**src/hw/rtl/text_word_vocabulary_counter_assert.svh**
```systemverilog
// Assertion macros shared by the vocabulary counter RTL.
`ifndef TEXT_WORD_VOCABULARY_COUNTER_ASSERT_SVH
`define TEXT_WORD_VOCABULARY_COUNTER_ASSERT_SVH

// Check a property on every rising clock edge once reset has been released.
`define TWVC_ASSERT(label, prop, msg) \
    label: assert property (@(posedge clk) disable iff (!rst_n) (prop)) else $error(msg);

// Check a property on every rising clock edge, reset included.
`define TWVC_ASSERT_ALWAYS(label, prop, msg) \
    label: assert property (@(posedge clk) (prop)) else $error(msg);

`endif

```
**src/hw/rtl/twvc_hash.sv**
```systemverilog
// ----------------------------------------------------------------------------
// twvc_hash
// One step of the running word hash: h*257 plus the sign-extended byte.
// ----------------------------------------------------------------------------
`default_nettype none

module twvc_hash #(
    parameter int HASH_W = 16
) (
    input  wire logic [HASH_W-1:0] hash_in,
    input  wire logic [7:0]        byte_in,
    output logic      [HASH_W-1:0] hash_out
);

    logic [HASH_W+7:0] ext_byte;
    logic [HASH_W+7:0] sum;

    assign ext_byte = {{HASH_W{byte_in[7]}}, byte_in};
    // h*257 = h + (h << 8); keep the low bits only
    assign sum      = {8'd0, hash_in} + {hash_in, 8'd0} + ext_byte;
    assign hash_out = sum[HASH_W-1:0];

endmodule

`default_nettype wire

```
**config.mk**
```make
export PLATFORM = sky130hd
export DESIGN_NAME = twvc_hash
export DESIGN_NICKNAME = d
export VERILOG_FILES = /design/src/hw/rtl/text_word_vocabulary_counter_assert.svh /design/src/hw/rtl/twvc_hash.sv
export SDC_FILE = /design/constraint.sdc
export NUM_CORES = 1
export LEC_CHECK = 0
export ABC_AREA = 1
export BUFFER_PORTS_ARGS = -buffer_cell sky130_fd_sc_hd__buf_2
export CAP_MARGIN = 40
export CELL_PAD_IN_SITES_DETAIL_PLACEMENT = 1
export CELL_PAD_IN_SITES_GLOBAL_PLACEMENT = 2
export CORE_UTILIZATION = 25
export DETAILED_ROUTE_END_ITERATION = 8
export PLACE_DENSITY_LB_ADDON = 0.08
export SYNTH_ARGS = -nofsm -noshare
export SYNTH_HDL_FRONTEND = slang
export SYNTH_SLANG_ARGS = --single-unit
```
**constraint.sdc**
```tcl
create_clock -name vclk -period 3.9
set_input_delay 0.585 -clock vclk [all_inputs]
set_output_delay 0.585 -clock vclk [all_outputs]
set_load 0.02 [all_outputs]
```
Yosys cells after proc, flatten, opt, wreduce, memory -nomap -nowiden
Cells that the tools add are included.
{"block": "classes", "addsub": 2}
{"cell": "16-bit adder", "n": 2}
{"block": "word_totals", "output_inout_bits": 16, "regBits": 0, "wordCells": 2}

Depth between registers and ports, before layout
{"block": "logic_depth", "depth_word": 2, "mapped_depth": 12, "ltp_nobuf": 12}

Least setup slack after synthesis
No wires, ideal clock.
{"block": "synth_timing", "path_kind": "input-to-output", "start": "input port hash_in[0]", "end": "output port hash_out[9]", "arrival_ps": 2196, "path_stages": 8, "setup_slack_ps": 1119, "path_cell_list": "inv_1 fa_1 inv_1 ha_1 nand2_1 nor2_1 a21oi_1 xnor2_1"}
{"block": "synth_via", "elab_chain_cells": 2}
{"element": "start, declared", "line_no": "twvc_hash.sv:10", "source": "input wire logic [HASH_W-1:0] hash_in,"}
{"element": "16-bit adder (2 in series)", "line_no": "twvc_hash.sv:20", "source": "assign sum = {8'd0, hash_in} + {hash_in, 8'd0} + ext_byte;"}
{"element": "end, declared", "line_no": "twvc_hash.sv:12", "source": "output logic [HASH_W-1:0] hash_out"}
Every way passes these cells.

Final worst setup path
{"block": "layout_timing", "start": "input port byte_in[7]", "end": "output port hash_out[14]"}
{"block": "layout_via", "elab_chain_cells": 1}
{"element": "start, declared", "line_no": "twvc_hash.sv:11", "source": "input wire logic [7:0] byte_in,"}
{"element": "16-bit adder", "line_no": "twvc_hash.sv:20"}
Every way passes these cells.

==> results.yml <==
worst_setup_path:
  cp_max_fo: 9
  critPathCaptureType: "primary output"
  path_class: "in2out"
  setup.worst_path.start_class: "input port"
  critical_path_required_ns: 3.31
  arrival_ns: 2.65
yosys:
  synth_top_family_by_area: "adder cells"
  avgSynthCellArea_sq_um: 6.146
  syn_inst: 182
  synthMuxAreaShare_pct: 0
  yosys-top-cells-area: "ha_1, nand2_1, fa_1"
  ys_seq_area_share_pct: 0
  synth_compound_area_share_pct: 4.362
  yosys.area_share.adder_pct: 38.93
  yosysWarnings: 0
  synth_xor_area_share_pct: 7.047
  synth_top_area_share_pct: 24.61
  yosys.area.top_type: "ha_1"
  synth_nets: 236
  syn_area_sq_um: 1119
  yosys.area_share.simple_pct: 37.92
  ys_types: 16
route:
  wl_microns: 3456
  ant_nets: 0
  route.detailed.drc: 0
  vias_per_cell: 4.607
  drtPass1Iterations: 4
  via_count: 1253
  post_drt_wl_per_cell_microns: 12.71
  drtIter0Drc: 35
pwr:
  peakVddDrop_mv: 0.07182
  power_density_nw_per_um2: 278.1
  leakage_nw: 0.8692
placement:
  place_congestion: 0.8049
  port_buffers: 40
  dp_slack_ns: 0.6695
  dp_hpwl_microns: 3276
clock_network:
  cts_setup_buffers: 0
  hold_buffers: 0
  cts_resized: 0
timing:
  maxSlewViolCount: 0
  setup_violations: 0
  fin_ws_ns: 0.6699
  fmax_mhz: 309.6
  tightest_slew_ns: 0.2797
  period_needed_ns: 3.230
  period_share_pct: 82.82
  rsz0062_at_grt: "no"
  hold_viol: 0
  max-slew-margin-rel_pct: 81.35
  setup_tns_ns: 0
floorplan:
  rows: 23
  dieArea_sq_um: 4746
  die_x_microns: 68.89
  ioPinCount: 40
  initial_core_util_pct: 26.99
  fp.dieH_microns: 68.89
  core_area_sq_um: 4144
finish:
  antennaDiodeCount: 0
  drive_gt1_share_pct: 21.17
  clock_buffers: 0
  seq_cells: 0
  area_growth_pct: 23.49
  regArea_sq_um: 0
  nets: 278
job:
  max_cap_viol_count: 0
global_route:
  grt_usage_pct: 16.43
  grt_pass1_vias: 1312
  grt_max_degree: 10
  grt_pass1_wl_microns: 5823
  antenna_found_initial: 0
  grt_remaining_overflow: 0
status:
  run_status: "completed"
min_path:
  hp-class: "in2out"
## per-layer routing
layer,GRT usage [%],vias to the layer above,share of wire (%)
li1,-,643,-
met2,32.52,33,52
met4,0,0,0
met1,20.85,577,44
met5,0,-,0
met3,0,0,4.6
## cells by family (layout without fill, tap and decap cells)
logic type               after synthesis  count (layout)
adder cells (fa/ha/maj)               30              30
buffers and inverters                 35              75
XOR/XNOR                               9               9
AND/OR/NAND/NOR                       99              99
AO/OA/AOI/OAI                          9               9
## metrics by stage
| step | utilization [%] | cells | hold WS [ns] | total power (W) | cell area, sq um |
|---|---|---|---|---|---|
| floorplan | - | 182 | 1.370 | 0.0002671 | 1119 |
| global placement | 33.33 | 272 | 1.497 | 0.0003811 | 1381 |
| detailed placement | 33.33 | 272 | 1.525 | 0.0003898 | 1381 |
| CTS | 33.33 | 272 | 1.525 | 0.0003914 | 1381 |
| global route | 33.33 | 272 | 1.535 | 0.0004358 | 1381 |
| finish | 33.33 | 272 | 1.512 | 0.0003842 | 1381 |
## report_power, final
part / internal [W] / switching [W]
combinational: 0.000135 / 0.000249
sequential: 0 / 0
clock: 0 / 0
## worst paths after layout
path       start           end  slack (ns)  cells past startpoint
min   byte_in[0]   hash_out[0]        1.51                      3
max   byte_in[7]  hash_out[14]        0.67                     10
## Yosys cell counts
cell type	instances
a21oi_1	8
a21oi_2	1
fa_1	8
ha_1	22
inv_1	35
nand2_1	66
nand2_2	2
nand2b_1	1
nand3_1	10
nand3_2	2
nand4_1	2
nor2_1	13
nor3_2	2
or2_0	1
xnor2_1	4
xor2_1	5
## layout by cell type, fill, tap and decap left out
| cell | Yosys | final |
|---|---|---|
| nand2_1 | 66 | 66 |
| buf_2 | 0 | 40 |
| inv_1 | 35 | 35 |
| ha_1 | 22 | 22 |
| nor2_1 | 13 | 13 |
| nand3_1 | 10 | 10 |
| a21oi_1 | 8 | 8 |
| fa_1 | 8 | 8 |
| xor2_1 | 5 | 5 |
| xnor2_1 | 4 | 4 |
| nor3_2 | 2 | 2 |
| nand2_2 | 2 | 2 |
| nand3_2 | 2 | 2 |
| nand4_1 | 2 | 2 |
| or2_0 | 1 | 1 |
| nand2b_1 | 1 | 1 |
| a21oi_2 | 1 | 1 |
## final cells by class
class / count / area, sq um
fillers: 565 / 2763
multi-input cells: 147 / 987.2
repair buffers: 40 / 200.2
inverters: 35 / 131.4
well taps: 50 / 62.56
## critical path, stage by stage
cell	delay, ns
buf_2	0.24
fa_1	0.47
ha_1	0.38
a21oi_1	0.30
nand2_1	0.15
a21oi_1	0.19
nand2_1	0.07
nand2_1	0.06
nand2_1	0.04
buf_2	0.15
(Power assumes the default switching activity.)
