$ cat src/hw/rtl/text_word_vocabulary_counter_assert.svh
// Assertion macros shared by the vocabulary counter RTL.
`ifndef TEXT_WORD_VOCABULARY_COUNTER_ASSERT_SVH
`define TEXT_WORD_VOCABULARY_COUNTER_ASSERT_SVH

// Check a property on every rising clock edge once reset has been released.
`define TWVC_ASSERT(label, prop, msg) \
    label: assert property (@(posedge clk) disable iff (!rst_n) (prop)) else $error(msg);

// Check a property on every rising clock edge, reset included.
`define TWVC_ASSERT_ALWAYS(label, prop, msg) \
    label: assert property (@(posedge clk) (prop)) else $error(msg);

`endif

$ cat src/hw/rtl/twvc_ram.sv
// ----------------------------------------------------------------------------
// twvc_ram
// Generic single write, single read RAM with registered read data.
// ----------------------------------------------------------------------------
`default_nettype none

module twvc_ram #(
    parameter int WIDTH = 8,
    parameter int DEPTH = 16
) (
    input  wire logic                     clk,
    input  wire logic                     we,
    input  wire logic [$clog2(DEPTH)-1:0] waddr,
    input  wire logic [WIDTH-1:0]         wdata,
    input  wire logic                     re,
    input  wire logic [$clog2(DEPTH)-1:0] raddr,
    output logic      [WIDTH-1:0]         rdata
);

    logic [WIDTH-1:0] mem [DEPTH];

    always_ff @(posedge clk)
    begin
        if (we)
        begin
            mem[waddr] <= wdata;
        end
        // hold read data between reads
        if (re)
        begin
            rdata <= mem[raddr];
        end
    end

endmodule

`default_nettype wire

$ cat config.mk
export PLATFORM = sky130hd
export DESIGN_NAME = twvc_ram
export DESIGN_NICKNAME = d
export VERILOG_FILES = /design/src/hw/rtl/text_word_vocabulary_counter_assert.svh /design/src/hw/rtl/twvc_ram.sv
export SDC_FILE = /design/constraint.sdc
export NUM_CORES = 1
export LEC_CHECK = 0
export BUFFER_PORTS_ARGS = -buffer_cell sky130_fd_sc_hd__buf_2
export CORE_MARGIN = 2
export CORE_UTILIZATION = 57
export CTS_BUF_LIST = sky130_fd_sc_hd__clkbuf_2 sky130_fd_sc_hd__clkbuf_4 sky130_fd_sc_hd__clkbuf_8
export CTS_CLUSTER_SIZE = 28
export DETAILED_ROUTE_END_ITERATION = 6
export HOLD_SLACK_MARGIN = 0.02
export PLACE_DENSITY = 0.78
export SLEW_MARGIN = 20
export SYNTH_ARGS = -nofsm -noshare
export SYNTH_HDL_FRONTEND = slang
export SYNTH_SLANG_ARGS = --single-unit
$ cat constraint.sdc
create_clock -name clk -period 1.45 [get_ports clk]
set_clock_uncertainty 0.1 [all_clocks]
set_input_delay 0 -clock clk [delete_from_list [all_inputs] [get_ports clk]]
set_output_delay 0 -clock clk [all_outputs]
set_load 0.05 [all_outputs]
Yosys cells after proc, flatten, opt, wreduce, memory -nomap -nowiden --
Memories as Yosys holds them, arrays and structs flattened. A register that Yosys moved wholly into a read port is not among the register bits. Index checks and enable logic that the tools add are counted.
Word-level totals: register bits 0, RAM bits 128, input port bits 19, logic and storage cells 3, memories 1
Operators by class: muxes and demuxes 2
Memories:
- mem | words 16, width 8, rd ports 1, clocked after Yosys merged registers in 1, wr ports 1, RTL line twvc_ram.sv:20 | logic [WIDTH-1:0] mem [DEPTH];
Operators with widths (number):
- 1-bit two-way mux | 2

Longest topological paths before layout --
Gate-level depths: netlist of run 1.
depth in word-level cells 2, gate-level depth with buffers 5, mapped depth without buffers 3

Least setup slack after synthesis of run 1 --
OpenSTA, ideal clock, no wires.
kind in2reg, start point input waddr[2], end point memory mem[0][0] (enable), library setup time 383 ps, data arrival time 1110 ps, data required time 967 ps, path slack -143 ps, cell stages on the path 2, cell sequence or3b_2 nor3_1
RTL lines:
- start, declared | RTL line twvc_ram.sv:13 | input wire logic [$clog2(DEPTH)-1:0] waddr,
- end, declared | RTL line twvc_ram.sv:20
No word-level cell before the write port.

==> reports/qor.yml, run 1 <==
sta:
  holdWs_ns: 0.131
  fmax_mhz: 661
  relSlewSlack_pct: 38.1
  fin_crit_sh_pct: 104
  drv_slew: 0
  hold_viol_final: 0
  rsz0062_at_grt: "yes"
  tightestPinTransition_ns: 0.925
  finalSetupViolCount: 6
  fin_ws_ns: -0.0624
  fin_crit_ns: 1.51
yosys:
  synth_mux_area_share_pct: 14.8
  synth_top_family_by_area: "multiplexers"
  yosysWarnings: 0
  synthAdderAreaFrac_pct: 0
  synth.avg_cell_area_um2: 22.8
  synthTopCellsByArea: "edfxtp_1 78%, mux4_2 7.8%, mux4_1 7.0%"
  yosysTopAreaCell: "edfxtp_1"
  synthSimpleGateAreaFrac_pct: 3.14
  synth.distinct_cells: 18
  ys_seq_area_share_pct: 78.1
  ys_ff_latch: 136
  synth_area_um2: 5230
  synthCells: 229
  syn_nets: 248
  synth-compound-area-share_pct: 2.30
  synth_xor_area_share_pct: 0
  netlist.area_leader.share_pct: 78.1
floorplanning:
  dieArea_um2: 9950
  start_util_pct: 59.4
  die_h_um: 99.8
  rows: 34
  fp.dieW_um: 99.8
  pin_count: 27
  core-area_um2: 8810
final_layout:
  layout_common_cells: "136 x edfxtp_1, 28 x mux4_2, 26 x buf_2"
  layout_commonest_cell: "edfxtp_1"
  n_antenna_cell: 0
  area_growth_pct: 15.5
  multi_input_area_um2: 1070
  layout-drive-gt1-share_pct: 37.1
  regArea_um2: 4080
  n_fill_cell: 533
  final_util_pct: 68.6
  final_nets: 318
  fin_cells: 415
drt:
  postRouteAntennaNets: 0
  vias_per_cell: 6.02
  drt-total-wl_um: 9230
  route.detailed.drc: 0
  wire_per_inst_um: 22.2
  firstDrtPassIters: 4
  vias: 2498
  drt-initial-drc-count: 187
power:
  comb_power_share_pct: 7.1
  clkPwrFrac_pct: 32.3
  sw_frac_of_total_pct: 21.0
  p_per_area_nw_per_um2: 1220
  peakVddDrop_mv: 0.722
  seqPwrFrac_pct: 60.6
  p_sw_mw: 1.54
  p_leak_nw: 2.01
  internal-power_mw: 5.81
placement:
  globalplace.congestion: 0.724
  place_ws_ns: -0.215
  portBuffers: 26
  dp.cells: 377
  hpwl_um: 6050
critical_path:
  cp-end-kind: "flop"
  cp.arrival_ns: 1.58
  cp_max_fo: 1
  cp-start-kind: "flop"
  worstPathRequired_ns: 1.52
  crit_type: "reg -> reg"
cts:
  clkLatencyLatePin_ns: 0.42
  clk_pin_slew_ns: 0.07
  cts_setup_buffers: 0
  cts_inserted_buffers: 17
  cts_tree: "done"
  cts_max_level: 4
  root_buffer: "clkbuf_8"
  clockBufferDepth: 2
  cts_sinks: 136
global_route:
  grt_pass1_wl_um: 14100
  grt_pass1_vias: 2488
  grt_max_degree: 24
  antenna_found_initial: 0
  overflow: 0
  grtUsageTotal_pct: 20.3
outcome:
  status: "complete, but fails checks"
  violations: "negative setup slack"
hold_path:
  min-delay-path-class: "in -> reg"
run:
  max_cap_violations: 0
cell usage after synthesis, drive strengths merged:
cell,instances
and2,1
nor3,4
nand2,9
nand3b,2
a22oi,16
mux4,32
clkdlybuf4s25,3
buf,7
edfxtp,136
nand2b,2
nor2b,1
and2b,1
nand3,1
or3b,1
nor2,13
final cells by class:
| class | count | share of cell area (%) |
|---|---|---|
| Tap cell | 108 | 2.24 |
| Timing Repair Buffer | 61 | 7.58 |
| Clock buffer | 20 | 4.25 |
| Clock inverter | 7 | 0.580 |
| Multi-Input combinational cell | 83 | 17.7 |
| Sequential cell | 136 | 67.6 |
path summary, 6_finish.rpt:
kind	cells past startpoint	slack [ns]	to	startpoint
max	3	-0.06	rdata[5]	mem[3][5]
min reg2reg	3	0.66	rdata[5]	mem[8][5]
max reg2reg	3	-0.06	rdata[5]	mem[3][5]
min	5	0.13	rdata[7]	raddr[2]
metal layers:
| metal | part of all wire (%) | vias up | track usage [%] |
|---|---|---|---|
| met2 | 51 | 119 | 32.4 |
| met4 | 1.7 | 0 | 7.69 |
| met3 | 7.6 | 12 | 5.13 |
| met1 | 40 | 1264 | 27.6 |
| met5 | 0 | - | 0 |
| li1 | - | 1103 | - |
power groups by stage:
stage / Sequential (mW) / Clock, mW / Combinational, mW
3_3_place_gp: 4.53 / 0 / 0.467
5_1_grt: 4.46 / 2.56 / 0.560
2_1_floorplan: 4.60 / 0 / 0.224
4_1_cts: 4.45 / 2.42 / 0.519
3_5_place_dp: 4.54 / 0 / 0.478
6_report: 4.45 / 2.37 / 0.519
worst max-delay path: stages, from the launching register on:
cell	delay (ns)
edfxtp_1	0.38
mux4_2	0.49
a22oi_2	0.23
nand2_1	0.07
cell families (layout without fill, tap and decap cells):
family	Yosys count	in the layout
compound gates	16	16
simple gates	35	35
mux	32	32
buf+inv	10	88
flops	136	136
stage by stage:
stage / TNS [ns] / area (um^2) / power, mW
after floorplan: 0 / 5230 / 4.82
after global placement: -0.940 / 5630 / 5.00
after detailed placement: -1.11 / 5630 / 5.01
after CTS: -0.292 / 6040 / 7.39
after global routing: -0.579 / 6040 / 7.58
final: -0.208 / 6040 / 7.35
registers in the layout, indices dropped and copies added, names as in the netlist:
| signal | count |
|---|---|
| mem | 128 |
| rdata | 8 |
timing repair:
action | CTS | global route
setup endpoints to repair | 8 | 8
gates resized for setup | 13 | 6
pin swaps | 12 | 5
endpoints found under the hold margin | 142 | 0
hold buffers | 11 | 0
cloned | 0 | 0
Note: power is estimated with default switching activity, not from simulation.
==> run 2, diff against run 1 <==
--- a/config.mk
+++ b/config.mk
@@ -5,6 +5,7 @@
 export SDC_FILE = /design/constraint.sdc
 export NUM_CORES = 1
 export LEC_CHECK = 0
+export ABC_AREA = 1
 export BUFFER_PORTS_ARGS = -buffer_cell sky130_fd_sc_hd__buf_2
 export CORE_MARGIN = 2
 export CORE_UTILIZATION = 57
==> run 2 against run 1 <==
Against the previous run: the flow now finishes without violations; first-iteration DRC count increased by 52%; global-route usage is 3.9 points higher; cell count is 81% higher; final area grew 11%; register-to-register slack gained 0.25 ns; core utilization shrank 0.66 points; sequential share of layout area is 6.7 points lower; critical endpoint is now rdata[7]; largest cell class unchanged; largest power group unchanged; highest routed layer unchanged.
==> reports/qor.yml, run 2 <==
outcome:
  status: "completed"
placement:
  hpwl_um: 7700
  portBuffers: 26
  place_ws_ns: 0.113
  globalplace.congestion: 0.823
yosys:
  synth.distinct_cells: 11
  synthFlopType: "edfxtp_1"
  yosysWarnings: 0
  yosysTopAreaCell: "edfxtp_1"
  yosysMostFrequentCell: "nand2_1"
  synthCells: 551
  ys_ff_latch: 136
  synthTopCellsByCount: "173 x nand2_1, 136 x edfxtp_1, 100 x inv_1"
  ys_seq_area_share_pct: 69.8
  synth_area_um2: 5850
  synthTopCellsByArea: "edfxtp_1 70%, nand2_1 11%, nand3_1 8.3%"
  netlist.area_leader.share_pct: 69.8
  syn_nets: 570
  synth-edff-count: 136
  synth-async-reset-ratio_pct: 0
  synth.avg_cell_area_um2: 10.6
cts:
  cts_max_level: 4
  clk_pin_slew_ns: 0.07
  cts_inserted_buffers: 17
  clkLatencyLatePin_ns: 0.43
  cts_setup_buffers: 0
  clockBufferDepth: 2
  cts_tree: "done"
  root_buffer: "clkbuf_8"
  cts_sinks: 136
  ctsResizeCount: 0
drt:
  drt-initial-drc-count: 285
  firstDrtPassIters: 5
  route.detailed.drc: 0
  vias: 3941
  wire_per_inst_um: 16.5
  postRouteAntennaNets: 0
  vias_per_cell: 5.25
  drt-total-wl_um: 12400
power:
  internal-power_mw: 6.31
  sw_frac_of_total_pct: 22.7
  report.power.total_mw: 8.16
  peakVddDrop_mv: 0.696
  seqPwrFrac_pct: 54.5
  clkPwrFrac_pct: 37.8
  p_leak_nw: 2.92
  comb_power_share_pct: 7.6
  p_sw_mw: 1.85
  p_per_area_nw_per_um2: 1220
sta:
  tightestPinTransition_ns: 0.592
  fin_crit_ns: 1.26
  finalSetupViolCount: 0
  fin_ws_ns: 0.187
  drv_slew: 0
  fin_crit_sh_pct: 87.1
  tns_ns: 0
  hold_viol_final: 0
  fmax_mhz: 791
  rsz0062_at_grt: "no"
  relSlewSlack_pct: 60.4
critical_path:
  cp.arrival_ns: 1.35
  cp_max_fo: 1
  crit_chain: "inv_1 -> nand2_1 -> nand3_1 -> nand3_1 -> nand3_1 -> nand2_1"
  cp-start-kind: "flop"
  cpMostUsedCell: "nand3_1"
  critPathSlowestCell: "edfxtp_1"
  worstPathRequired_ns: 1.54
  crit_type: "reg -> reg"
  cp-end-kind: "flop"
  max_stage_delay_ns: 0.36
global_route:
  grt_use_met1_pct: 32.2
  gr-max-usage-layer: "met2"
  grt_max_degree: 33
  grtUsageTotal_pct: 24.2
  overflow: 0
  grt_pass1_wl_um: 19900
  use_met3_pct: 5.01
  use_met2_pct: 40.1
  grt_pass1_vias: 3864
  antenna_found_initial: 0
floorplanning:
  fp.dieW_um: 105
  start_util_pct: 59.3
  die_h_um: 105
  pin_count: 27
  core-area_um2: 9860
  rows: 36
  dieArea_um2: 11100
hold_path:
  min-delay-path-class: "in -> reg"
final_layout:
  n_antenna_cell: 0
  final_nets: 624
  layout_common_cells: "173 x nand2_1, 136 x edfxtp_1, 100 x inv_1"
  reg.largest.list: "mem: 128 flops, rdata: 8 flops"
  layout_commonest_cell: "nand2_1"
  area_growth_pct: 14.6
  largest_reg_flops: 128
  top_register: "mem"
  layout-drive-gt1-share_pct: 13.1
run:
  max_cap_violations: 0
## run 2: changes by cell type in the layout (fill, tap and decap cells not counted), sizes merged, moves of 3 or more
cell / before / now
nor3: 4 / 0
nand3: 1 / 97
a22oi: 16 / 0
clkinv: 6 / 11
nand2: 9 / 173
mux4: 32 / 0
inv: 0 / 102
nor2: 13 / 17
bufinv: 0 / 3
## run 2: power groups by stage
stage / Clock (mW) / Combinational, mW / Sequential (mW)
2_1_floorplan: 0 / 0.310 / 4.60
3_3_place_gp: 0 / 0.589 / 4.53
3_5_place_dp: 0 / 0.598 / 4.54
4_1_cts: 3.15 / 0.623 / 4.45
5_1_grt: 3.31 / 0.685 / 4.45
6_report: 3.09 / 0.621 / 4.45
## run 2: metal layers
metal	up-vias	part of all wire, %	routed length, um
met1	1880	40	4970
li1	1890	-	-
met2	155	51	6270
met3	16	7.6	944
met5	-	0	0
met4	0	1.5	185
## run 2: cells by family after synthesis
logic type / Yosys count / share of synthesized area, %
AND/OR/NAND/NOR: 289 / 20.8
flip-flops: 136 / 69.8
buffers and inverters: 126 / 9.39
## run 2: timing repair
| action | 4_1_cts | 5_1_grt |
|---|---|---|
| hold buffers | 10 | 0 |
| setup endpoints to repair | 0 | 0 |
| hold endpoints to repair | 144 | 0 |
## run 2: final cells by class
cell class / count / area, um^2
clock buffer: 18 / 241
clock inverter: 14 / 158
fill: 732 / 3170
inverter: 102 / 383
multi-input combinational: 289 / 1210
sequential: 136 / 4080
tap: 133 / 166
timing repair buffer: 59 / 453
## run 2: worst paths after layout
path,to,cells after the start,slack (ns),start
worst max register to register,rdata[7],6,0.19,mem[1][7]
worst min-delay path,mem[2][6],4,0.09,we
worst min register to register,rdata[0],6,0.64,mem[10][0]
worst max-delay path,rdata[7],6,0.19,mem[1][7]
## run 2: worst max-delay path: cells and delay by family (launching register included)
kind | cells | cell delay (ns)
buffers and inverters | 1 | 0.06
and+or+nand+nor | 5 | 0.50
DFF | 1 | 0.36
## run 2: stage by stage
stage,cell area [um^2],utilization (%),cells,hold slack [ns]
final,6700,67.9,751,0.0949
after floorplan,5850,-,551,-0.00113
after global placement,6200,62.8,709,0.268
after global routing,6700,67.9,751,0.115
after detailed placement,6200,62.8,709,0.272
after CTS,6700,67.9,751,0.0668
